==> config.mk <==
export PLATFORM = sky130hd
export DESIGN_NAME = ddp_div_cell
export DESIGN_NICKNAME = d
export VERILOG_FILES = /design/src/rtl/core/ddp_pkg.sv /design/src/rtl/core/ddp_div_cell.sv
export SDC_FILE = /design/constraint.sdc
export NUM_CORES = 1
export LEC_CHECK = 0
export ABC_AREA = 1
export BUFFER_PORTS_ARGS = -buffer_cell sky130_fd_sc_hd__buf_2
export CAP_MARGIN = 20
export CORE_AREA = 2 2 113 126
export CTS_CLUSTER_SIZE = 16
export DETAILED_ROUTE_END_ITERATION = 6
export DIE_AREA = 0 0 115 128
export GPL_TIMING_DRIVEN = 0
export PLACE_DENSITY = 0.85
export SLEW_MARGIN = 10
export SYNTH_ARGS = -nofsm -noshare
export SYNTH_HDL_FRONTEND = slang
export SYNTH_SLANG_ARGS = --single-unit
==> constraint.sdc <==
create_clock -name clock -period 1.95 [get_ports clock]
set_input_delay 0.195 -clock clock [delete_from_list [all_inputs] [get_ports clock]]
set_output_delay 0.195 -clock clock [all_outputs]
set_load 0.01 [all_outputs]
==> src/rtl/core/ddp_pkg.sv <==
`default_nettype none
package ddp_pkg;
   localparam int FracBits = 16;
   localparam int InW      = FracBits + 1;
   localparam int ProdW    = 2 * FracBits + 2;
   localparam int SqW      = FracBits;
   // cells: 1 product, 1 prep, SqW sqrt cells, 1 setup, FracBits divide cells, 1 final
   localparam int SqrtCells = SqW;
   localparam int DivCells  = FracBits;
   localparam int Latency   = SqrtCells + DivCells + 4;

   // floor(y/100) for y < 2^YW as (y*Recip100) >> RcpShift
   localparam int YW       = 2 * FracBits - 1;
   localparam int RcpShift = YW + 7;
   localparam logic [YW:0] Recip100 =
      (YW+1)'(((64'd1 << RcpShift) + 64'd99) / 64'd100);

   localparam logic [2:0] StOk       = 3'd0;
   localparam logic [2:0] StMeanZero = 3'd1;
   localparam logic [2:0] StVarZero  = 3'd2;
   localparam logic [2:0] StVarLarge = 3'd3;
   localparam logic [2:0] StClipped  = 3'd4;

   localparam logic [1:0] RegNone  = 2'd0;
   localparam logic [1:0] RegInner = 2'd1;
   localparam logic [1:0] RegLow   = 2'd2;
   localparam logic [1:0] RegHigh  = 2'd3;

   typedef struct packed {
      logic             valid;
      logic [InW-1:0]   m;
      logic [InW-1:0]   om;
      logic [InW-1:0]   g;
      logic [2:0]       st;
      logic             err;
      logic [2*InW-1:0] rem;   // sqrt radicand remainder
      logic [2*InW-1:0] root;  // scaled partial root, wide until the last digit
   } sq_cell_type;

   typedef struct packed {
      logic             valid;
      logic [InW-1:0]   m;
      logic [InW-1:0]   om;
      logic [InW-1:0]   s;
      logic [1:0]       rgn;
      logic [2:0]       st;
      logic [ProdW:0]   rem;
      logic [ProdW:0]   den;
      logic [FracBits:0] q;
   } dv_cell_type;
endpackage
`default_nettype wire

==> src/rtl/core/ddp_div_cell.sv <==
`default_nettype none
// one restoring quotient bit per cell
module ddp_div_cell (
   input  wire logic                   clock,
   input  wire logic                   reset,
   input  wire ddp_pkg::dv_cell_type   cell_in,
   output ddp_pkg::dv_cell_type        cell_out
);
   ddp_pkg::dv_cell_type cell_ff, cell_in_w;
   logic [ddp_pkg::ProdW+1:0] sh;

   always_comb begin
      cell_in_w = cell_in;
      sh = {cell_in.rem, 1'b0};
      cell_in_w.q = {cell_in.q[ddp_pkg::FracBits-1:0], 1'b0};
      if (sh >= {1'b0, cell_in.den}) begin
         sh = sh - {1'b0, cell_in.den};
         cell_in_w.q[0] = 1'b1;
      end
      cell_in_w.rem = sh[ddp_pkg::ProdW:0];
   end

   always_ff @(posedge clock) begin
      cell_ff <= cell_in_w;
      if (reset) cell_ff.valid <= 1'b0;
   end
   assign cell_out = cell_ff;
endmodule
`default_nettype wire

==> results.sh <==
export IMPL_cts_tree="yes"
export IMPL_largest_reg_flops=144
export IMPL_hold_viol_final=0
export IMPL_routabilityCongestion=0.998
export IMPL_num_nets_final=1436
export IMPL_h_tree_depth=4
export IMPL_yosysMostFrequentCell="nand2_1"
export IMPL_syn_inst=805
export IMPL_synth_top_family_by_area="simple AND/OR/NAND/NOR gates"
export IMPL_ys_ff_latch=144
export IMPL_cp_buffers_inverters=6
export IMPL_max_freq_mhz=537
export IMPL_maxCapViolCount=0
export IMPL_ys_top_cells_by_area="dfxtp_1, nand2_1, inv_1"
export IMPL_grt_pass1_vias=6718
export IMPL_fin_crit_ns=1.86
export IMPL_fillers=1017
export IMPL_leakage_nw=5.40
export IMPL_violations="DRC"
export IMPL_synth_top_cells_by_count="nand2_1, dfxtp_1, inv_1"
export IMPL_synth_seq_area_share_pct=47.7
export IMPL_vias_per_cell=4.75
export IMPL_crit_family="buffers and inverters"
export IMPL_grt_max_degree=17
export IMPL_max_stage_delay_ns=0.52
export IMPL_yosys_area_top_type="dfxtp_1"
export IMPL_grt_pass1_wl_mm=34.2
export IMPL_required_ns=2.28
export IMPL_synthXorXnorAreaFrac_pct=2.61
export IMPL_synth_flop_cell="dfxtp_1"
export IMPL_critPathLaunchType="input pin"
export IMPL_initial_core_util_pct=44.7
export IMPL_dieArea_um2=14700
export IMPL_initialDrtViolationCount=400
export IMPL_drive_above_1_share_pct=27.9
export IMPL_drv_slew=0
export IMPL_ys_types=28
export IMPL_synthMuxAreaShare_pct=0
export IMPL_cp_end_kind="flop"
export IMPL_layout_setup_ws_ns=0.0891
export IMPL_place_ws_ns=-0.328
export IMPL_outcome="finished, violations left"
export IMPL_clockBufferDepth=2
export IMPL_ys_async_sr_fraction_pct=0
export IMPL_die_h_um=128
export IMPL_cellPowerDensity_nw_per_um2=876
export IMPL_std_cell_rows=45
export IMPL_track_usage_pct=30.8
export IMPL_power_total_mw=8.53
export IMPL_ir_drop_v=0.000443
export IMPL_netlist_area_um2=6050
export IMPL_hpwl_mm=15.8
export IMPL_syn_nets=987
export IMPL_drt_total_wl_mm=23.3
export IMPL_slew_headroom_pct=71.5
export IMPL_synth_compound_area_share_pct=3.56
export IMPL_ctsRootBufferMaster="clkbuf_16"
export IMPL_via_count=6807
export IMPL_final_antenna_net_count=0
export IMPL_worst_path_max_fanout=10
export IMPL_worstMarginPinSlew_ns=0.425
export IMPL_cts_num_sinks=144
export IMPL_io_buffers=288
export IMPL_setup_viol_count_final=0
export IMPL_crit_chain="dlygate4sd3_1, buf_2, inv_1, ha_1, inv_1, nor4_2, nand2_2, nand2_4, inv_8, buf_6, nand2_1, nand2_1"
export IMPL_critPathArrivalTime_ns=2.19
export IMPL_worstSetupPathType="in -> reg"
export IMPL_grt_overflow_total=0
export IMPL_min_path_type="in -> reg"
export IMPL_wl_per_cell_um=16.2
export IMPL_coreArea_um2=13500
export IMPL_synth_adder_area_share_pct=7.57
export IMPL_ios=290
export IMPL_grt_antenna_before_repair=1
export IMPL_route_detailed_drc=18
export IMPL_die_x_um=115
export IMPL_drtPass1Iterations=7
export IMPL_clkTransAtPathRegs_ns=0.07
export IMPL_synth_area_per_cell_um2=7.51
export IMPL_synth_simple_gate_area_share_pct=29.0
export IMPL_synth_top_area_share_pct=47.7
export IMPL_cts_buffers=17
export IMPL_area_growth_pct=61.0
export IMPL_synth_edf_count=0
export IMPL_finalCritPeriodShare_pct=95.4
export IMPL_crit_slowest_cell="dlygate4sd3_1"
export IMPL_yosysWarningCount=0
placed cells by master, fill, tap and decap left out, types with 2 or more instances in the layout:
master,n
buf_2,288
nand4_1,5
nand3b_1,6
xor2_1,17
nor3_1,4
nor2_1,55
buf_6,3
o21ai_0,7
clkbuf_16,17
inv_8,3
bufinv_16,2
a21oi_1,24
inv_2,3
nand2_2,6
dfxtp_1,144
inv_1,134
dlygate4sd3_1,139
inv_6,6
ha_1,34
nand3_1,36
nand3_2,2
buf_4,6
o21bai_1,4
nand2_1,298
a21oi_2,2
nor2_2,6
clkinvlp_4,3
layer usage:
metal / wire, um / GRT usage (%) / vias up
met5: 0 / 0 / -
li1: - / - / 3348
met3: 2170 / 9.46 / 83
met4: 1030 / 15.4 / 0
met1: 8210 / 31.1 / 3025
met2: 11900 / 56.6 / 351
tightest hold or removal path: stages:
cell and delay, ns:
buf_2 0.09, nand2_1 0.05, nand2_1 0.07
per-stage QoR:
step                setup TNS (ns)  util, %  std cells  area [um^2]  hold slack (ns)
finish                           0     72.0       1432         9730          0.00113
global route               -0.0758     72.0       1432         9730           0.0165
CTS                              0     71.6       1428         9680          0.00252
detailed placement           -8.78     56.9       1257         7690            0.299
global placement             -8.55     56.9       1257         7690            0.297
floorplan                        0        -        805         6050            0.223
layout make-up:
cell class,count,area (um^2),share of cell area [%]
clock buffer,18,429,4.41
tap,164,205,2.11
buffer,6,56.3,0.578
multi-input combinational,517,2610,26.8
antenna,1,2.50,0.0257
inverter,138,526,5.40
clock inverter,14,166,1.71
timing repair buffer,430,2860,29.3
sequential,144,2880,29.6
path summary, 6_finish.rpt:
path	startpoint	to	slack (ns)	depth (start not counted)
worst max-delay path	cell_in[51]	cell_out[57]	0.09	12
worst min-delay path	cell_in[65]	cell_out[66]	0.001	3
kinds of logic (layout without fill, tap and decap cells):
group	count (synthesis)	after routing
XOR/XNOR	18	18
other	0	1
flip-flops	144	144
AND/OR/NAND/NOR	424	424
adder cells (fa/ha/maj)	36	36
buffers and inverters	144	606
AO/OA/AOI/OAI	39	39
power breakdown:
group	internal (mW)	switching, mW
clock	1.93	1.42
combinational	0.822	1.08
sequential	3.21	0.0709
total	5.96	2.57
what timing repair did:
item                                    CTS  global route
setup buffers                             0             3
hold buffers                            139             0
resized for setup                         0             8
hold endpoints to repair                138             0
endpoints found under the setup margin    0            31
Power figures use the tool's default switching activity.
