--- src/rtl/core/ddp_pkg.sv ---
`default_nettype none
package ddp_pkg;
   localparam int FracBits = 16;
   localparam int InW      = FracBits + 1;
   localparam int ProdW    = 2 * FracBits + 2;
   localparam int SqW      = FracBits;
   // cells: 1 product, 1 prep, SqW sqrt cells, 1 setup, FracBits divide cells, 1 final
   localparam int SqrtCells = SqW;
   localparam int DivCells  = FracBits;
   localparam int Latency   = SqrtCells + DivCells + 4;

   // floor(y/100) for y < 2^YW as (y*Recip100) >> RcpShift
   localparam int YW       = 2 * FracBits - 1;
   localparam int RcpShift = YW + 7;
   localparam logic [YW:0] Recip100 =
      (YW+1)'(((64'd1 << RcpShift) + 64'd99) / 64'd100);

   localparam logic [2:0] StOk       = 3'd0;
   localparam logic [2:0] StMeanZero = 3'd1;
   localparam logic [2:0] StVarZero  = 3'd2;
   localparam logic [2:0] StVarLarge = 3'd3;
   localparam logic [2:0] StClipped  = 3'd4;

   localparam logic [1:0] RegNone  = 2'd0;
   localparam logic [1:0] RegInner = 2'd1;
   localparam logic [1:0] RegLow   = 2'd2;
   localparam logic [1:0] RegHigh  = 2'd3;

   typedef struct packed {
      logic             valid;
      logic [InW-1:0]   m;
      logic [InW-1:0]   om;
      logic [InW-1:0]   g;
      logic [2:0]       st;
      logic             err;
      logic [2*InW-1:0] rem;   // sqrt radicand remainder
      logic [2*InW-1:0] root;  // scaled partial root, wide until the last digit
   } sq_cell_type;

   typedef struct packed {
      logic             valid;
      logic [InW-1:0]   m;
      logic [InW-1:0]   om;
      logic [InW-1:0]   s;
      logic [1:0]       rgn;
      logic [2:0]       st;
      logic [ProdW:0]   rem;
      logic [ProdW:0]   den;
      logic [FracBits:0] q;
   } dv_cell_type;
endpackage
`default_nettype wire

--- src/rtl/core/ddp_sqrt_cell.sv ---
`default_nettype none
// one restoring square-root digit: bit weight (4^k) fixed per cell
module ddp_sqrt_cell (
   input  wire logic                   clock,
   input  wire logic                   reset,
   input  wire logic [4:0]             digit,
   input  wire ddp_pkg::sq_cell_type   cell_in,
   output ddp_pkg::sq_cell_type        cell_out
);
   ddp_pkg::sq_cell_type cell_ff, cell_in_w;
   logic [2*ddp_pkg::InW-1:0] bitw, trial;

   always_comb begin
      bitw = '0;
      bitw[{digit, 1'b0}] = 1'b1;
      trial = cell_in.root + bitw;
      cell_in_w = cell_in;
      if (cell_in.rem >= trial) begin
         cell_in_w.rem  = cell_in.rem - trial;
         cell_in_w.root = (cell_in.root >> 1) + bitw;
      end else begin
         cell_in_w.root = cell_in.root >> 1;
      end
   end

   always_ff @(posedge clock) begin
      cell_ff <= cell_in_w;
      if (reset) cell_ff.valid <= 1'b0;
   end
   assign cell_out = cell_ff;
endmodule
`default_nettype wire

--- config.mk ---
export PLATFORM = sky130hd
export DESIGN_NAME = ddp_sqrt_cell
export DESIGN_NICKNAME = d
export VERILOG_FILES = /design/src/rtl/core/ddp_pkg.sv /design/src/rtl/core/ddp_sqrt_cell.sv
export SDC_FILE = /design/constraint.sdc
export NUM_CORES = 1
export LEC_CHECK = 0
export BUFFER_PORTS_ARGS = -buffer_cell sky130_fd_sc_hd__buf_2
export CAP_MARGIN = 20
export CORE_MARGIN = 8
export CORE_UTILIZATION = 50
export CTS_CLUSTER_SIZE = 40
export DETAILED_ROUTE_END_ITERATION = 10
export GPL_TIMING_DRIVEN = 0
export PLACE_DENSITY = 0.87
export SKIP_CTS_REPAIR_TIMING = 1
export SYNTH_ARGS = -nofsm -noshare
export SYNTH_HDL_FRONTEND = slang
export SYNTH_SLANG_ARGS = --single-unit
--- constraint.sdc ---
create_clock -name clock -period 8.7 [get_ports clock]
set_input_delay 1.74 -clock clock [delete_from_list [all_inputs] [get_ports clock]]
set_output_delay 1.74 -clock clock [all_outputs]
set_load 0.1 [all_outputs]
==> flow_summary.json, run 1 <==
{
  "status": "complete, no violations",
  "fin_crit_ns": 7.390,
  "crit_path_end_kind": "register",
  "synth_top_cell_area_share_pct": 32.96,
  "p_seq_share_pct": 29.0,
  "dp_hpwl_mm": 19.56,
  "cts_buffers": 17,
  "synthMuxAreaShare_pct": 0.9968,
  "max-slew-margin-rel_pct": 45.48,
  "postSynthAreaPerCell_um2": 8.396,
  "worst_pin_slew_ns": 0.8073,
  "synth-seq-cells": 124,
  "timing_worst_setup_path_type": "primary input to register",
  "final.fill_count": 1315,
  "p_comb_share_pct": 38.8,
  "grt_pass1_wl_mm": 38.00,
  "p_per_area_nw_per_um2": 231.0,
  "swShare_pct": 43.84,
  "synth_nets": 1091,
  "synthTopCellsByCount": "124 x dfxtp_1, 119 x nand2_1, 65 x o21ai_0",
  "multi_input_area_um2": 4791,
  "start_util_pct": 50.28,
  "largest_register_ff_count": 124,
  "ff_latch_area_um2": 2482,
  "vias": 7626,
  "fin_util_pct": 64.15,
  "grt_max_degree": 17,
  "final_antenna_net_count": 0,
  "drtIter0Drc": 517,
  "h-tree-depth": 4,
  "die_area_um2": 19240,
  "slew_violations": 0,
  "synth_xor_area_share_pct": 11.05,
  "first_pass_iters": 5,
  "p_sw_mw": 0.9727,
  "wl_mm": 24.26,
  "fin_nets": 1357,
  "syn_area_um2": 7531,
  "synth_cell_type_count": 71,
  "max_freq_mhz": 135.3,
  "synthSimpleGateAreaFrac_pct": 18.16,
  "area_growth_pct": 27.58,
  "port_buffers": 247,
  "cts_tree": "built",
  "gp_congestion": 0.9629,
  "power_leakage_nw": 4.468,
  "synthArstFlopShare_pct": 0,
  "finalHoldViolCount": 0,
  "crit_fanout": 10,
  "p_clk_share_pct": 32.2,
  "worstPathRequired_ns": 8.93,
  "synth_area_leaders": "dfxtp_1 33%, ha_1 10%, nand2_1 5.9%",
  "post_drt_wl_per_cell_um": 17.77,
  "synthCells": 897,
  "synth_top_family_by_area": "compound AO/OA/AOI/OAI gates",
  "hold_depth": 1,
  "synth_ff_type": "dfxtp_1",
  "synth_fa_ha_area_share_pct": 10.97,
  "min_to": "cell_out[120]",
  "cts.reportedPaths.clkPinSlew_ns": 0.06,
  "row_count": 45,
  "grt_use_total_pct": 24.47,
  "vias_per_cell": 5.587,
  "critPathLaunchType": "primary input",
  "cp.arrival_ns": 7.62,
  "dieHeight_um": 138.7,
  "synth_compound_area_share_pct": 22.45,
  "finalCritPeriodShare_pct": 84.94,
  "setup-tns-final_ns": 0,
  "synth_edf_count": 0,
  "final_layout_size_suffix_gt1_share_pct": 27.30,
  "synth-seq-area-share_pct": 32.96,
  "antenna_found_initial": 1,
  "dieWidth_um": 138.7,
  "setup_viol_count_final": 0,
  "cts_root_buf": "clkbuf_16",
  "clock_sinks": 124,
  "hold_path_class": "primary input to register",
  "power.internal_mw": 1.246,
  "whs_ns": 1.422,
  "core_um2": 14980,
  "io_pins": 255,
  "grt-ovfl-total": 0,
  "synth_area_leader_cell": "dfxtp_1",
  "cap_violations": 0,
  "grt_pass1_vias": 7264,
  "clock_path_buffers": 2,
  "yosysMostFrequentCell": "dfxtp_1",
  "ir_drop_v": 0.0001425,
  "rsz0062_at_grt": "false",
  "yosys_warnings": 0,
  "hold_path.startpoint": "cell_in[120]",
  "route.detailed.drc": 0
}
[layout by cell type, fill, tap and decap left out, types with 12 or more instances in the layout]
master,netlist,layout
a21o_1,24,24
a21oi_1,50,50
a31oi_1,27,27
and3_1,13,13
buf_2,5,252
clkbuf_1,16,16
clkbuf_16,0,17
dfxtp_1,124,124
ha_1,62,62
inv_1,26,26
nand2_1,119,119
nand2b_1,12,12
nand3_1,16,16
nor2_1,59,59
nor3_1,16,16
o21ai_0,65,65
xnor2_1,50,50
xor2_1,45,45
[cells by family (layout without fill, tap and decap cells)]
family,Yosys count,after routing
fa+ha+maj,66,66
flops,124,124
buf+inv,56,335
mux,7,7
other cells,0,1
simple gates,292,292
compound gates,257,257
xor+xnor,95,95
[metrics by stage]
step | instances | total power, mW | setup WS (ns) | cell area [um2]
after floorplan | 897 | 1.338 | 2.278 | 7531
after global placement | 1332 | 1.504 | 1.140 | 9002
after detailed placement | 1332 | 1.512 | 1.051 | 9002
after CTS | 1364 | 2.229 | 1.382 | 9605
after global routing | 1365 | 2.301 | 0.9355 | 9608
final | 1365 | 2.219 | 1.310 | 9608
[layout make-up]
| class | instances | area share, % |
|---|---|---|
| tap | 188 | 2.448 |
| inverter | 26 | 1.016 |
| buffer | 30 | 1.667 |
| timing repair buffer | 247 | 12.87 |
| clock buffer | 18 | 4.571 |
| clock inverter | 14 | 1.706 |
| multi-input combinational | 717 | 49.86 |
| sequential | 124 | 25.84 |
| antenna | 1 | 0.02605 |
[critical path, cell delays in order]
cell and delay [ns]:
buf_2 0.14, nor2_1 0.20, nand2_1 0.14, nor3_1 0.31
ha_1 0.26, ha_1 0.21, nor2_1 0.07, o31a_1 0.25
a2111oi_0 0.47, o22ai_1 0.18, nand2_1 0.20, maj3_1 0.25
a21o_1 0.12, nand2_1 0.06, xor2_1 0.15, ha_1 0.37
and3_1 0.26, nand3_1 0.10, nor2_1 0.32, a2111oi_4 0.14
o41ai_1 0.63, a211oi_2 0.17, buf_4 0.21, buf_4 0.21
buf_4 0.21, nand2_1 0.09, o21ai_0 0.14
[how the worst max path moves through the flow]
stage                  start      endpoint  depth (start not counted)
finish              digit[2]  cell_out[20]                         27
global route        digit[2]  cell_out[20]                         28
CTS                 digit[2]  cell_out[20]                         27
detailed placement  digit[2]  cell_out[51]                         25
global placement    digit[2]  cell_out[20]                         27
floorplan           digit[4]  cell_out[35]                         23
[per-layer routing]
layer / vias to the layer above / share of wire [%] / global-route usage [%] / routed length, um
met3: 33 / 7.0 / 5.818 / 1708
li1: 3760 / - / - / -
met5: - / 0 / 0 / 0
met1: 3521 / 42 / 28.95 / 10290
met4: 0 / 2.1 / 8.781 / 513
met2: 312 / 48 / 42.35 / 11750
[power by group through the flow]
stage	Clock [mW]	Combinational, mW	Sequential (mW)
finish	0.715	0.861	0.643
global placement	0	0.852	0.652
floorplan	0	0.238	1.10
detailed placement	0	0.857	0.655
CTS	0.726	0.860	0.643
global route	0.750	0.904	0.648
Power figures use the tool's default switching activity.
==> run 2, diff against run 1 <==
Clock period 8.7 ns to 7.5 ns, I/O delays scaled along.
==> flow_summary.json, run 2 (synthesis gave the netlist of run 1 again) <==
{
  "rsz0062_at_grt": "false",
  "crit_path_end_kind": "register",
  "fin_crit_ns": 6.998,
  "cp.arrival_ns": 7.29,
  "wl_mm": 24.15,
  "die_area_um2": 19240,
  "dp_hpwl_mm": 19.56,
  "drtIter0Drc": 547,
  "finalHoldViolCount": 0,
  "power_leakage_nw": 4.472,
  "max-slew-margin-rel_pct": 44.97,
  "status": "complete, no violations",
  "cp_common_cell": "nand2_1",
  "port_buffers": 247,
  "final_layout_size_suffix_gt1_share_pct": 27.38,
  "critPathLaunchType": "primary input",
  "gp_congestion": 0.9629,
  "cp_slowest_stage_delay_ns": 0.46,
  "fin_nets": 1357,
  "layout_common_cells": "252 x buf_2, 124 x dfxtp_1, 119 x nand2_1",
  "crit_fanout": 10,
  "ir_drop_v": 0.0001652,
  "grt_pass1_wl_mm": 38.00,
  "power_mw": 2.573,
  "start_util_pct": 50.28,
  "vias": 7622,
  "cts_buffers": 17,
  "worst_pin_slew_ns": 0.8148,
  "first_pass_iters": 5,
  "final_common_cell": "buf_2",
  "h-tree-depth": 4,
  "setup-tns-final_ns": 0,
  "route.detailed.drc": 0,
  "clock_sinks": 124,
  "slew_violations": 0,
  "timing_worst_setup_path_type": "primary input to register",
  "area_growth_pct": 27.68,
  "finalCritPeriodShare_pct": 93.30,
  "final.fill_count": 1313,
  "hold_path_class": "primary input to register",
  "setup_viol_count_final": 0,
  "final_antenna_net_count": 0,
  "worstPathRequired_ns": 7.79,
  "dieHeight_um": 138.7,
  "post_drt_wl_per_cell_um": 17.69,
  "antenna_found_initial": 1,
  "grt-ovfl-total": 0,
  "largest_register_ff_count": 124,
  "cts_tree": "built",
  "vias_per_cell": 5.584,
  "cts_root_buf": "clkbuf_16",
  "clock_path_buffers": 2,
  "grt_max_degree": 17,
  "p_per_area_nw_per_um2": 267.6,
  "io_pins": 255,
  "row_count": 45,
  "grt_pass1_vias": 7264,
  "cap_violations": 0,
  "core_um2": 14980,
  "dieWidth_um": 138.7,
  "grt_use_total_pct": 24.47,
  "cts.reportedPaths.clkPinSlew_ns": 0.06,
  "max_freq_mhz": 142.9,
  "slowest_stage": "a2111oi_0"
}
## run 2: changes by cell type in the layout (fill, tap and decap cells not counted)
cell     delta
o41ai_1     -1
o41ai_2     +1
## run 2: through the flow
stage	hold WS, ns	instances	worst slack, ns	util, %	cell area, um2
2_1_floorplan	1.528	897	1.318	-	7531
3_3_place_gp	1.603	1332	0.1797	60.11	9002
3_5_place_dp	1.604	1332	0.09112	60.11	9002
4_1_cts	1.168	1364	0.4223	64.14	9605
5_1_grt	1.167	1365	0.08471	64.20	9615
6_report	1.182	1365	0.5022	64.20	9615
## run 2: cell type report
class | count | area (um2) | area share (%)
tap | 188 | 235.2 | 2.446
clock inverter | 14 | 163.9 | 1.705
sequential | 124 | 2482 | 25.82
clock buffer | 18 | 439.2 | 4.567
buffer | 30 | 160.2 | 1.666
antenna | 1 | 2.502 | 0.02602
multi-input combinational | 717 | 4798 | 49.90
inverter | 26 | 97.59 | 1.015
timing repair buffer | 247 | 1236 | 12.86
## run 2: worst max-delay path: cells and delay by family
kind	cells	cell delay [ns]
XOR/XNOR	1	0.18
AO/OA/AOI/OAI	10	2.74
buffers and inverters	4	0.85
adder cells (fa/ha/maj)	4	0.92
AND/OR/NAND/NOR	7	1.07
## run 2: where the power goes
group / total [mW] / switching [mW] / internal, mW
clock: 0.829 / 0.324 / 0.505
sequential: 0.746 / 0.0160 / 0.730
combinational: 0.999 / 0.788 / 0.211
## run 2: final timing paths
kind | startpoint | to | slack, ns | cells after the start
max | digit[2] | cell_out[20] | 0.50 | 26
min | cell_in[120] | cell_out[120] | 1.18 | 1
## run 2: per-layer routing
layer | up-vias | track usage [%] | wire, um
met2 | 310 | 42.35 | 11690
met3 | 36 | 5.818 | 1713
li1 | 3763 | - | -
met4 | 0 | 8.781 | 522
met1 | 3513 | 28.95 | 10220
met5 | - | 0 | 0
